### src/rtl/windowed_intensity_gain_offset_assert.svh
// ----------------------------------------------------------------------------
// windowed intensity gain offset assertion macros
// shared assertion forms for the gain/offset estimator
// ----------------------------------------------------------------------------
`ifndef WINDOWED_INTENSITY_GAIN_OFFSET_ASSERT_SVH
`define WINDOWED_INTENSITY_GAIN_OFFSET_ASSERT_SVH

// same-cycle implication
`define WIGO_ASSERT_NOW(label, ante, cons, msg) \
    label: assert property (@(posedge clk) disable iff (!rst_n) (ante) |-> (cons)) \
        else $error(msg);

// next-cycle implication
`define WIGO_ASSERT_NEXT(label, ante, cons, msg) \
    label: assert property (@(posedge clk) disable iff (!rst_n) (ante) |=> (cons)) \
        else $error(msg);

`endif

### src/rtl/wigo_pkg.sv
// ----------------------------------------------------------------------------
// wigo_pkg
// shared types and constants of the windowed intensity gain offset block
// ----------------------------------------------------------------------------
`default_nettype none

package wigo_pkg;

    localparam int WINDOW_DEPTH = 16;
    localparam int LOG_D        = (WINDOW_DEPTH > 1) ? $clog2(WINDOW_DEPTH) : 1;
    localparam int IDX_W        = LOG_D;
    localparam int CNT_W        = $clog2(WINDOW_DEPTH + 1);
    localparam int BSUM_W       = 17 + LOG_D;
    localparam int ASUM_W       = 16 + LOG_D;

    localparam int DVD_W = 33;
    localparam int DVS_W = 17;
    localparam int DCNT_W = $clog2(DVD_W + 1);

    localparam logic [16:0] ALPHA_MIN = 17'd65536;
    localparam logic [16:0] ALPHA_MAX = 17'd91750;
    localparam logic [16:0] BETA_MAX  = 17'd65536;

    typedef struct packed {
        logic [3:0][15:0] amb;
        logic [16:0]      ov;
        logic [16:0]      bg;
    } sample_t;

    typedef struct packed {
        logic             done;
        logic [CNT_W-1:0] count;
    } win_stat_t;

    typedef struct packed {
        logic             done;
        logic             busy;
    } div_stat_t;

    typedef enum logic [2:0] {
        ST_IDLE,
        ST_WIN,
        ST_DIV,
        ST_WAIT,
        ST_MUL,
        ST_BETA,
        ST_OUT
    } state_t;

    // divide jobs, run in this order
    localparam logic [2:0] JOB_BG    = 3'd0;
    localparam logic [2:0] JOB_OV    = 3'd1;
    localparam logic [2:0] JOB_AMB0  = 3'd2;
    localparam logic [2:0] JOB_AMB1  = 3'd3;
    localparam logic [2:0] JOB_AMB2  = 3'd4;
    localparam logic [2:0] JOB_AMB3  = 3'd5;
    localparam logic [2:0] JOB_ALPHA = 3'd6;

endpackage

`default_nettype wire

### src/rtl/wigo_window.sv
// ----------------------------------------------------------------------------
// wigo_window
// sample ring memory with running sums and sample count
// ----------------------------------------------------------------------------
`default_nettype none

module wigo_window
    import wigo_pkg::*;
(
    input  wire logic              clk,
    input  wire logic              rst_n,
    input  wire logic              add,
    input  wire logic              clear,
    input  wire sample_t           sample,
    input  wire logic [4:0]        limit,
    output win_stat_t              stat,
    output logic [BSUM_W-1:0]      bg_sum,
    output logic [BSUM_W-1:0]      ov_sum,
    output logic [3:0][ASUM_W-1:0] amb_sum
);

    sample_t mem [WINDOW_DEPTH];

    logic [IDX_W-1:0]       newest_reg;
    logic [CNT_W-1:0]       count_reg;
    logic [BSUM_W-1:0]      bg_sum_reg;
    logic [BSUM_W-1:0]      ov_sum_reg;
    logic [3:0][ASUM_W-1:0] amb_sum_reg;
    logic                   phase_reg;
    logic                   drop_reg;
    logic [IDX_W-1:0]       slot_reg;
    sample_t                pend_reg;
    sample_t                rd_reg;

    logic [CNT_W+4:0] lim_w;
    logic [CNT_W+4:0] eff_lim;
    logic             drop;
    logic [IDX_W+1:0] old_w;
    logic [IDX_W-1:0] old_idx;
    logic [IDX_W:0]   slot_w;
    logic [IDX_W-1:0] slot;

    always_comb
    begin
        lim_w = {{CNT_W{1'b0}}, limit};
        if (lim_w == '0)
            eff_lim = (CNT_W+5)'(1);
        else if (lim_w > (CNT_W+5)'(WINDOW_DEPTH))
            eff_lim = (CNT_W+5)'(WINDOW_DEPTH);
        else
            eff_lim = lim_w;
        drop = {5'b0, count_reg} >= eff_lim;
        // oldest slot, count is at least one when dropping
        old_w = (IDX_W+2)'(newest_reg) + (IDX_W+2)'(WINDOW_DEPTH) + 1'b1
              - (IDX_W+2)'(count_reg);
        if (old_w >= (IDX_W+2)'(2*WINDOW_DEPTH))
            old_w = old_w - (IDX_W+2)'(2*WINDOW_DEPTH);
        else if (old_w >= (IDX_W+2)'(WINDOW_DEPTH))
            old_w = old_w - (IDX_W+2)'(WINDOW_DEPTH);
        old_idx = old_w[IDX_W-1:0];
        slot_w = (IDX_W+1)'(newest_reg) + 1'b1;
        if (slot_w >= (IDX_W+1)'(WINDOW_DEPTH))
            slot_w = '0;
        slot = slot_w[IDX_W-1:0];
    end

    always_ff @(posedge clk)
    begin
        if (add)
            rd_reg <= mem[old_idx];
        if (phase_reg)
            mem[slot_reg] <= pend_reg;
    end

    always_ff @(posedge clk)
    begin
        if (add)
        begin
            pend_reg <= sample;
            slot_reg <= slot;
            drop_reg <= drop;
        end
    end

    always_ff @(posedge clk or negedge rst_n)
    begin
        if (!rst_n)
        begin
            newest_reg  <= '0;
            count_reg   <= '0;
            bg_sum_reg  <= '0;
            ov_sum_reg  <= '0;
            amb_sum_reg <= '0;
            phase_reg   <= 1'b0;
        end
        else if (clear)
        begin
            newest_reg  <= '0;
            count_reg   <= '0;
            bg_sum_reg  <= '0;
            ov_sum_reg  <= '0;
            amb_sum_reg <= '0;
            phase_reg   <= 1'b0;
        end
        else
        begin
            phase_reg <= add;
            if (add && !drop)
                count_reg <= count_reg + 1'b1;
            if (phase_reg)
            begin
                newest_reg <= slot_reg;
                bg_sum_reg <= bg_sum_reg + BSUM_W'(pend_reg.bg)
                            - (drop_reg ? BSUM_W'(rd_reg.bg) : '0);
                ov_sum_reg <= ov_sum_reg + BSUM_W'(pend_reg.ov)
                            - (drop_reg ? BSUM_W'(rd_reg.ov) : '0);
                for (int k = 0; k < 4; k++)
                    amb_sum_reg[k] <= amb_sum_reg[k] + ASUM_W'(pend_reg.amb[k])
                                    - (drop_reg ? ASUM_W'(rd_reg.amb[k]) : '0);
            end
        end
    end

    assign stat.done  = phase_reg;
    assign stat.count = count_reg;
    assign bg_sum     = bg_sum_reg;
    assign ov_sum     = ov_sum_reg;
    assign amb_sum    = amb_sum_reg;

endmodule

`default_nettype wire

### src/rtl/wigo_divider.sv
// ----------------------------------------------------------------------------
// wigo_divider
// shared restoring divider, one quotient bit per cycle
// ----------------------------------------------------------------------------
`default_nettype none

module wigo_divider
    import wigo_pkg::*;
(
    input  wire logic             clk,
    input  wire logic             rst_n,
    input  wire logic             start,
    input  wire logic [DVD_W-1:0] dividend,
    input  wire logic [DVS_W-1:0] divisor,
    output div_stat_t             stat,
    output logic [DVD_W-1:0]      quotient
);

    logic [DVD_W-1:0]  dvd_reg;
    logic [DVS_W-1:0]  dvs_reg;
    logic [DVS_W:0]    rem_reg;
    logic [DCNT_W-1:0] cnt_reg;
    logic              busy_reg;
    logic              done_reg;

    logic [DVS_W:0] trial;
    logic           fits;

    always_comb
    begin
        trial = {rem_reg[DVS_W-1:0], dvd_reg[DVD_W-1]};
        fits  = trial >= {1'b0, dvs_reg};
    end

    always_ff @(posedge clk)
    begin
        if (start)
        begin
            dvd_reg <= dividend;
            dvs_reg <= divisor;
            rem_reg <= '0;
        end
        else if (busy_reg)
        begin
            // quotient bits enter at the bottom as dividend bits leave the top
            dvd_reg <= {dvd_reg[DVD_W-2:0], fits};
            rem_reg <= fits ? trial - {1'b0, dvs_reg} : trial;
        end
    end

    always_ff @(posedge clk or negedge rst_n)
    begin
        if (!rst_n)
        begin
            cnt_reg  <= '0;
            busy_reg <= 1'b0;
            done_reg <= 1'b0;
        end
        else
        begin
            done_reg <= 1'b0;
            if (start)
            begin
                cnt_reg  <= DCNT_W'(DVD_W);
                busy_reg <= 1'b1;
            end
            else if (busy_reg)
            begin
                cnt_reg <= cnt_reg - 1'b1;
                if (cnt_reg == DCNT_W'(1))
                begin
                    busy_reg <= 1'b0;
                    done_reg <= 1'b1;
                end
            end
        end
    end

    assign stat.done = done_reg;
    assign stat.busy = busy_reg;
    assign quotient  = dvd_reg;

endmodule

`default_nettype wire

### src/rtl/windowed_intensity_gain_offset.sv
// an add transfer passes through the window update, 7 serial divides, multiply,
// offset and output load before its result shows on m_tvalid
// the block takes no new transfer until that result is loaded into the output register,
// and waits longer while the output register holds a result the receiver has not taken
// a clear transfer empties the window and gives no result
// reset: rst_n asynchronous, active low, empties the window; ring contents stay undefined
// ----------------------------------------------------------------------------
// windowed_intensity_gain_offset
// moving-average window with gain and offset estimate
// ----------------------------------------------------------------------------
`default_nettype none

module windowed_intensity_gain_offset
    import wigo_pkg::*;
(
    input  wire logic         clk,
    input  wire logic         rst_n,
    input  wire logic         s_tvalid,
    output logic              s_tready,
    // bg_intensity, overlay_intensity, ambient_0..3, window_limit, zero fill
    input  wire logic [103:0] s_tdata,
    // operation
    input  wire logic         s_tuser,
    output logic              m_tvalid,
    input  wire logic         m_tready,
    // mean_background, mean_overlay, mean_ambient_0..3, gain_alpha,
    // offset_beta, samples_held, zero fill
    output logic [143:0]      m_tdata
);

    state_t state_reg;
    state_t state_next;

    logic [2:0]       job_reg;
    logic [16:0]      mbg_reg;
    logic [16:0]      mov_reg;
    logic [3:0][15:0] mamb_reg;
    logic [16:0]      alpha_reg;
    logic [33:0]      prod_reg;
    logic [16:0]      beta_reg;
    logic [CNT_W-1:0] held_reg;
    logic             out_valid_reg;
    logic [143:0]     out_reg;

    logic                   accept;
    logic                   win_add;
    logic                   win_clear;
    logic                   div_start;
    logic                   out_load;
    sample_t                sample;
    win_stat_t              win_stat;
    div_stat_t              div_stat;
    logic [BSUM_W-1:0]      bg_sum;
    logic [BSUM_W-1:0]      ov_sum;
    logic [3:0][ASUM_W-1:0] amb_sum;
    logic [DVD_W-1:0]       dividend;
    logic [DVS_W-1:0]       divisor;
    logic [DVD_W-1:0]       quotient;
    logic [18:0]            diff;

    assign sample.bg  = s_tdata[16:0];
    assign sample.ov  = s_tdata[33:17];
    assign sample.amb = s_tdata[97:34];

    assign s_tready  = state_reg == ST_IDLE;
    assign accept    = s_tvalid && s_tready;
    assign win_add   = accept && !s_tuser;
    assign win_clear = accept && s_tuser;

    wigo_window u_window (
        .clk     (clk),
        .rst_n   (rst_n),
        .add     (win_add),
        .clear   (win_clear),
        .sample  (sample),
        .limit   (s_tdata[102:98]),
        .stat    (win_stat),
        .bg_sum  (bg_sum),
        .ov_sum  (ov_sum),
        .amb_sum (amb_sum)
    );

    always_comb
    begin
        divisor = DVS_W'(win_stat.count);
        case (job_reg)
            JOB_BG:   dividend = DVD_W'(bg_sum);
            JOB_OV:   dividend = DVD_W'(ov_sum);
            JOB_AMB0: dividend = DVD_W'(amb_sum[0]);
            JOB_AMB1: dividend = DVD_W'(amb_sum[1]);
            JOB_AMB2: dividend = DVD_W'(amb_sum[2]);
            JOB_AMB3: dividend = DVD_W'(amb_sum[3]);
            default:
            begin
                // a zero overlay mean yields all ones, clamped to the top
                dividend = {mbg_reg, 16'b0};
                divisor  = mov_reg;
            end
        endcase
    end

    wigo_divider u_divider (
        .clk      (clk),
        .rst_n    (rst_n),
        .start    (div_start),
        .dividend (dividend),
        .divisor  (divisor),
        .stat     (div_stat),
        .quotient (quotient)
    );

    always_comb
    begin
        state_next = state_reg;
        div_start  = 1'b0;
        out_load   = 1'b0;
        case (state_reg)
            ST_IDLE:
                if (win_add)
                    state_next = ST_WIN;
            ST_WIN:
                if (win_stat.done)
                    state_next = ST_DIV;
            ST_DIV:
            begin
                div_start  = 1'b1;
                state_next = ST_WAIT;
            end
            ST_WAIT:
                if (div_stat.done)
                    state_next = (job_reg == JOB_ALPHA) ? ST_MUL : ST_DIV;
            ST_MUL:
                state_next = ST_BETA;
            ST_BETA:
                state_next = ST_OUT;
            ST_OUT:
                if (!out_valid_reg || m_tready)
                begin
                    out_load   = 1'b1;
                    state_next = ST_IDLE;
                end
            default:
                state_next = ST_IDLE;
        endcase
    end

    always_ff @(posedge clk or negedge rst_n)
    begin
        if (!rst_n)
        begin
            state_reg     <= ST_IDLE;
            job_reg       <= JOB_BG;
            out_valid_reg <= 1'b0;
        end
        else
        begin
            state_reg <= state_next;
            if (state_reg == ST_WIN)
                job_reg <= JOB_BG;
            else if (state_reg == ST_WAIT && div_stat.done)
                job_reg <= job_reg + 1'b1;
            if (out_load)
                out_valid_reg <= 1'b1;
            else if (m_tready)
                out_valid_reg <= 1'b0;
        end
    end

    assign diff = {2'b0, mbg_reg} - {1'b0, prod_reg[33:16]};

    always_ff @(posedge clk)
    begin
        if (state_reg == ST_WIN)
            held_reg <= win_stat.count;
        if (state_reg == ST_WAIT && div_stat.done)
        begin
            case (job_reg)
                JOB_BG:   mbg_reg     <= quotient[16:0];
                JOB_OV:   mov_reg     <= quotient[16:0];
                JOB_AMB0: mamb_reg[0] <= quotient[15:0];
                JOB_AMB1: mamb_reg[1] <= quotient[15:0];
                JOB_AMB2: mamb_reg[2] <= quotient[15:0];
                JOB_AMB3: mamb_reg[3] <= quotient[15:0];
                default:
                    if (quotient < DVD_W'(ALPHA_MIN))
                        alpha_reg <= ALPHA_MIN;
                    else if (quotient > DVD_W'(ALPHA_MAX))
                        alpha_reg <= ALPHA_MAX;
                    else
                        alpha_reg <= quotient[16:0];
            endcase
        end
        if (state_reg == ST_MUL)
            prod_reg <= alpha_reg * mov_reg;
        if (state_reg == ST_BETA)
        begin
            if (diff[18])
                beta_reg <= '0;
            else if (diff[17:0] > {1'b0, BETA_MAX})
                beta_reg <= BETA_MAX;
            else
                beta_reg <= diff[16:0];
        end
        if (out_load)
            out_reg <= {7'b0, 5'(held_reg), beta_reg, alpha_reg, mamb_reg, mov_reg, mbg_reg};
    end

    assign m_tvalid = out_valid_reg;
    assign m_tdata  = out_reg;

    `include "windowed_intensity_gain_offset_assert.svh"

    `WIGO_ASSERT_NOW(a_held_nonzero, m_tvalid, m_tdata[136:132] != 5'd0, "empty window reported")
    `WIGO_ASSERT_NOW(a_alpha_range, m_tvalid,
        m_tdata[114:98] >= ALPHA_MIN && m_tdata[114:98] <= ALPHA_MAX, "alpha out of range")
    `WIGO_ASSERT_NOW(a_div_idle, div_start, !div_stat.busy, "divider restarted while busy")
    `WIGO_ASSERT_NEXT(a_win_done, win_add, win_stat.done, "window update did not finish")

endmodule

`default_nettype wire
### config.mk
export PLATFORM = sky130hd
export DESIGN_NAME = windowed_intensity_gain_offset
export DESIGN_NICKNAME = d
export VERILOG_FILES = /design/src/rtl/wigo_pkg.sv /design/src/rtl/wigo_window.sv /design/src/rtl/wigo_divider.sv /design/src/rtl/windowed_intensity_gain_offset.sv
export VERILOG_INCLUDE_DIRS = /design/src /design/src/rtl
export SDC_FILE = /design/constraint.sdc
export NUM_CORES = 2
export LEC_CHECK = 0
export BUFFER_PORTS_ARGS = -buffer_cell sky130_fd_sc_hd__buf_2
export CAP_MARGIN = 20
export CELL_PAD_IN_SITES_DETAIL_PLACEMENT = 2
export CELL_PAD_IN_SITES_GLOBAL_PLACEMENT = 2
export CORE_MARGIN = 5
export CORE_UTILIZATION = 45
export CTS_CLUSTER_DIAMETER = 60
export DETAILED_ROUTE_END_ITERATION = 10
export GPL_ROUTABILITY_DRIVEN = 0
export GPL_TIMING_DRIVEN = 0
export PLACE_DENSITY_LB_ADDON = 0.1
export SYNTH_ARGS = -nofsm -noshare
export SYNTH_HDL_FRONTEND = slang
export SYNTH_SLANG_ARGS = --single-unit
### constraint.sdc
create_clock -name clk -period 30 [get_ports clk]
set_clock_uncertainty 0.1 [all_clocks]
set_input_delay 1.5 -clock clk [delete_from_list [all_inputs] [get_ports clk]]
set_output_delay 1.5 -clock clk [all_outputs]
set_load 0.005 [all_outputs]
After elaboration in Yosys (flattened, before gate mapping) --
Memories as Yosys holds them, arrays and structs flattened. A register that Yosys moved wholly into a read port is not among the register bits. Cells that the tools add are included.
Word-level totals: memories 1, RAM bits 1568, input bits 109, register bits after elaboration 625
Operators by class: eq/ne operators 17, bitwise gates (word level) 1, reduce and logical (&&, ||, !) cells 28, mux-type cells 51, order comparisons 9, $mul 1, add/subtract/negate cells 23
Memory list:
- u_window.mem | words 16, bits a word 98, read ports 1, clocked after Yosys merged registers in 1, wr ports 1, RTL line wigo_window.sv:22 | sample_t mem [WINDOW_DEPTH];
Operators with widths (count):
- 33-bit case mux with 6 select lines | 1
- 80-bit two-way mux | 2
- 21-bit two-way mux | 4
- 20-bit by 16-bit adder with 20-bit output | 4
- 20-bit subtractor | 4
- 17-bit two-way mux | 4
- 33-bit two-way mux | 2
- 16-bit two-way mux | 4
- 21-bit by 17-bit adder with 21-bit output | 2
- 21-bit subtractor | 2
- 17-bit by 17-bit multiplier with 34-bit output | 1
- 33-bit by 17-bit > comparator with 1-bit output (second input constant) | 1
- 33-bit by 17-bit less-than comparator with 1-bit output (second input constant) | 1
- 5-bit two-way mux | 5
- 3-bit two-way mux | 7
- 3-bit case mux with 7 select lines | 1
- 17-bit by 18-bit subtractor with 19-bit output | 1
- 3-bit equality test (second input constant) | 6
- 18-bit by 17-bit greater-or-equal comparator with 1-bit output | 1
- 18-bit by 17-bit > comparator with 1-bit output (second input constant) | 1
- 17-bit subtractor | 1
- 4-bit two-way mux | 4
- 15-bit two-way mux | 1
- 1-bit two-way mux | 14
- 30 further kinds | 56

Depth between registers and ports, before layout --
word-level depth 8, depth in mapped cells 25

By module --
From an unflattened synthesis, not the netlist that was laid out.
Second synthesis, totals: cell total of the unflattened synthesis 6396, area total of the unflattened synthesis 104835.5 µm²
Modules (own cells, without submodules):
- wigo_window | sequential area each 56424.1 µm², times used 1, cells an instance 4238, area each 79672.7 µm²
- windowed_intensity_gain_offset | sequential area each 8943.6 µm², times used 1, cells an instance 1787, area each 20943.8 µm²
- wigo_divider | sequential area each 2042.0 µm², times used 1, cells an instance 371, area each 4219.0 µm²

Least setup slack after synthesis --
No wires, ideal clock.
kind input to register, start in s_tuser, end reg u_window.count_reg[4], setup time 132 ps, stages 7, path slack 6933 ps, data arrival time 22835 ps, path buffers 1, required time 29768 ps, cell sequence nand2b_1 > nor4_1 > and3b_1 > clkbuf_1 > nand4_1 > xor2_1 > nor2_1
On the way: cells in the longest elaborated chain, start to end 4
RTL lines:
- from (decl) | RTL line windowed_intensity_gain_offset.sv:23 | input wire logic s_tuser,
- 1-bit zero test | RTL line windowed_intensity_gain_offset.sv:67 | assign win_add = accept && !s_tuser;
- 1-bit logical AND | RTL line windowed_intensity_gain_offset.sv:67
- via u_window.add | RTL line wigo_window.sv:12 | input wire logic add,
- 1-bit logical AND | RTL line wigo_window.sv:108 | if (add && !drop)
- 2-bit nonzero test (no line)
- to (signal assigned) | RTL line wigo_window.sv:109 | count_reg <= count_reg + 1'b1;
- to (decl) | RTL line wigo_window.sv:25 | logic [CNT_W-1:0] count_reg;
The timed path passes the listed nets, and every way through them passes these cells. A chain may end at the register's enable or synchronous reset.

Final worst setup path --
start reg alpha_reg[14], end reg prod_reg[33] (data pin)
On the way: cells in the longest elaborated chain, start to end 1
RTL lines:
- from (decl) | RTL line windowed_intensity_gain_offset.sv:38 | logic [16:0] alpha_reg;
- from (signal assigned) | RTL line windowed_intensity_gain_offset.sv:190 | alpha_reg <= quotient[16:0];
- 17-bit by 17-bit multiplier with 34-bit output | RTL line windowed_intensity_gain_offset.sv:194 | prod_reg <= alpha_reg * mov_reg;
- to (signal assigned) | RTL line windowed_intensity_gain_offset.sv:194
- to (decl) | RTL line windowed_intensity_gain_offset.sv:39 | logic [33:0] prod_reg;
No other way between the ends.

==> flow_summary.toml <==
[timing]
hold_ws_ns = 0.319
slew_violations = 0
grt_setup_unrepaired = "false"
period_share = 0.264
finalHoldViolations = 0
post-route-min-period_ns = 7.92
setup_tns_ns = 0
maxSlewHeadroom = 0.208
setup_viol = 0
max_freq_ghz = 0.126
worst_pin_slew_ns = 1.19

[logic_synthesis]
synth_top_area_frac = 0.613
synthFlopType = "edfxtp_1"
synth_most_common_cell = "edfxtp_1"
yosysSeqAreaShare = 0.652
synthTopCellsByArea = "edfxtp_1 61%, mux4_2 11%, fa_1 6.3%, dfrtp_1 3.6%, ha_1 3.4%"
synth.distinct_cells = 91
async_flop_share = 0.0646
synthCells = 6245
syn_area_um2 = 103000
synth-edff-count = 2111
synth_commonest_cells = "2111 x edfxtp_1, 752 x inv_1, 490 x mux4_2"
avgSynthCellArea_um2 = 16.6
synth_seq_cells = 2275
synth_top_area_cell = "edfxtp_1"
yosys_warnings = 0

[setup_path]
required_ns = 30.52
critPathLaunchType = "register"
cp.arrival_ns = 8.43
critPathKind = "register to register"
worstSetupEndpointType = "register"
crit_fanout = 10

[clock_network]
clockBufferDepth = 4
path_clk_slew_ns = 0.06
ctsHoldBuffers = 0
tritoncts = "yes"
cts-root-buf = "clkbuf_16"
cts_htree_levels = 5
cts.sinks = 2275
clk_latency_ns = 0.96
cts_made_buffers = 275
cts-resized-gates = 0
post-cts-setup-buffer-count = 0

[floorplanning]
rows = 176
initial_utilization = 0.451
core_area_um2 = 229000
die_area_um2 = 240000
die_w_um = 489
io_pins = 255
die_height_um = 489

[global_route]
grt.overflow.total = 0
antenna_found_initial = 22
grt_start_max_net_pins = 88
grt_pass1_vias = 67407
grt.total_usage = 0.302
grt_pass1_wl_um = 513000

[power]
p_leak_uw = 0.0443
powerDensity_nw_per_um2 = 101
ir_drop_mv = 0.0694

[routing]
route.detailed.drc = 0
first_pass_iters = 7
drt-initial-drc-count = 6067
postRouteAntennaNets = 0
vias_per_cell = 5.92
drt_wl_total_um = 359000
wire_per_inst_um = 35.1
dr_total_vias = 60560

[final_layout]
largest_register = "u_window.mem"
largest_reg_flops = 1568
area_growth_pct = 16.9
stdcell_count = 10237
reg.largest.list = "u_window.mem (1568), m_tdata (137)"
drive_gt1_frac = 0.198
layout.nets = 7721

[outcome]
status = "complete, no violations"

[job]
maxCapViolations = 0

[place]
port_buffers = 246
dp.final_hpwl_um = 253000
dp_cells = 9740

[hold_path]
hp-class = "register to register"
[worst max-delay path, stage by stage, from the launching register on]
cell      delay (ns)
edfxtp_1        0.45
clkbuf_1        0.50
clkbuf_1        0.71
nand2_1         0.17
fa_1            0.54
fa_1            0.55
fa_1            0.52
inv_1           0.05
fa_1            0.54
fa_1            0.51
inv_1           0.05
fa_1            0.48
inv_1           0.04
ha_1            0.33
o21ai_0         0.26
o21ai_1         0.10
o21a_2          0.19
o311ai_4        0.23
a21oi_2         0.11
o21ai_4         0.30
a31oi_2         0.17
or4_4           0.47
a31oi_4         0.18
xnor2_1         0.08
[stage by stage]
stage	setup slack, ns	util	instance area (um2)	power [uW]
after floorplan	6.93	-	103000	7010
after global placement	-14.24	0.473	108000	8470
after detailed placement	22.09	0.488	112000	8900
after CTS	22.06	0.526	121000	12200
after global routing	21.84	0.527	121000	12700
final	22.08	0.527	121000	12200
[path summary, 6_finish.rpt]
path	startpoint	endpoint	slack (ns)	depth (start not counted)
max	alpha_reg[14]	prod_reg[33]	22.08	23
min	mamb_reg[44]	m_tdata[78]	0.32	0
max reg2reg	alpha_reg[14]	prod_reg[33]	22.08	23
min reg2reg	mamb_reg[44]	m_tdata[78]	0.32	0
max in group asynchronous	rst_n	u_window.amb_sum[26]	28.35	2
min in group asynchronous	rst_n	u_window.amb_sum[52]	0.48	1
[placed cells by master, fill, tap and decap left out, types with 25 or more instances in the layout]
cell type and instances:
clkinv_2 29, fa_1 323, buf_16 30, a21o_1 64
clkbuf_16 281, mux4_2 490, dfrtp_1 147, a211oi_1 35
o21ai_0 127, mux2i_1 99, inv_1 752, xnor2_1 101
and2_1 234, nand3_1 45, buf_1 41, nor2_1 242
buf_2 253, buf_6 76, clkbuf_1 245, nor3_1 29
buf_4 42, edfxtp_1 2111, buf_12 52, buf_8 42
xor2_1 53, o21a_1 25, ha_1 280, a21oi_1 141
and3_1 31, nand2_1 337, clkinv_1 40
[power by group]
part	internal (uW)	switching, uW	total, uW
logic	2310	2790	5100
registers	3670	197	3860
clock network	1920	1340	3270
[final cells by class]
| cell class | count | area (um2) |
|---|---|---|
| clock inverter | 119 | 1210 |
| sequential | 2275 | 67400 |
| timing repair buffer | 480 | 4840 |
| multi-input combinational | 2976 | 32400 |
| antenna | 7 | 17.5 |
| buffer | 247 | 973 |
| fill | 20521 | 109000 |
| tap | 3026 | 3790 |
| inverter | 754 | 2830 |
| clock buffer | 353 | 7400 |
[cells by family (layout without fill, tap and decap cells)]
group / Yosys count / in the layout / share of synthesized area
xor gates and xnor gates: 155 / 155 / 0.0131
other: 2 / 16 / 0.0000726
buffers and inverters: 1001 / 1953 / 0.0367
adders and majority gates: 603 / 603 / 0.0964
muxes: 592 / 592 / 0.117
and+or+nand+nor: 1032 / 1032 / 0.0474
DFF: 2275 / 2275 / 0.652
AOI/OAI and AO/OA: 585 / 585 / 0.0380
[routing by layer]
metal,share of wire,global-route usage,up-vias
li1,-,-,24651
met1,0.39,0.385,32838
met2,0.51,0.523,2408
met3,0.059,0.0451,659
met4,0.044,0.121,4
met5,0.000086,0,-
No activity file was read; power rests on OpenSTA's default activity.
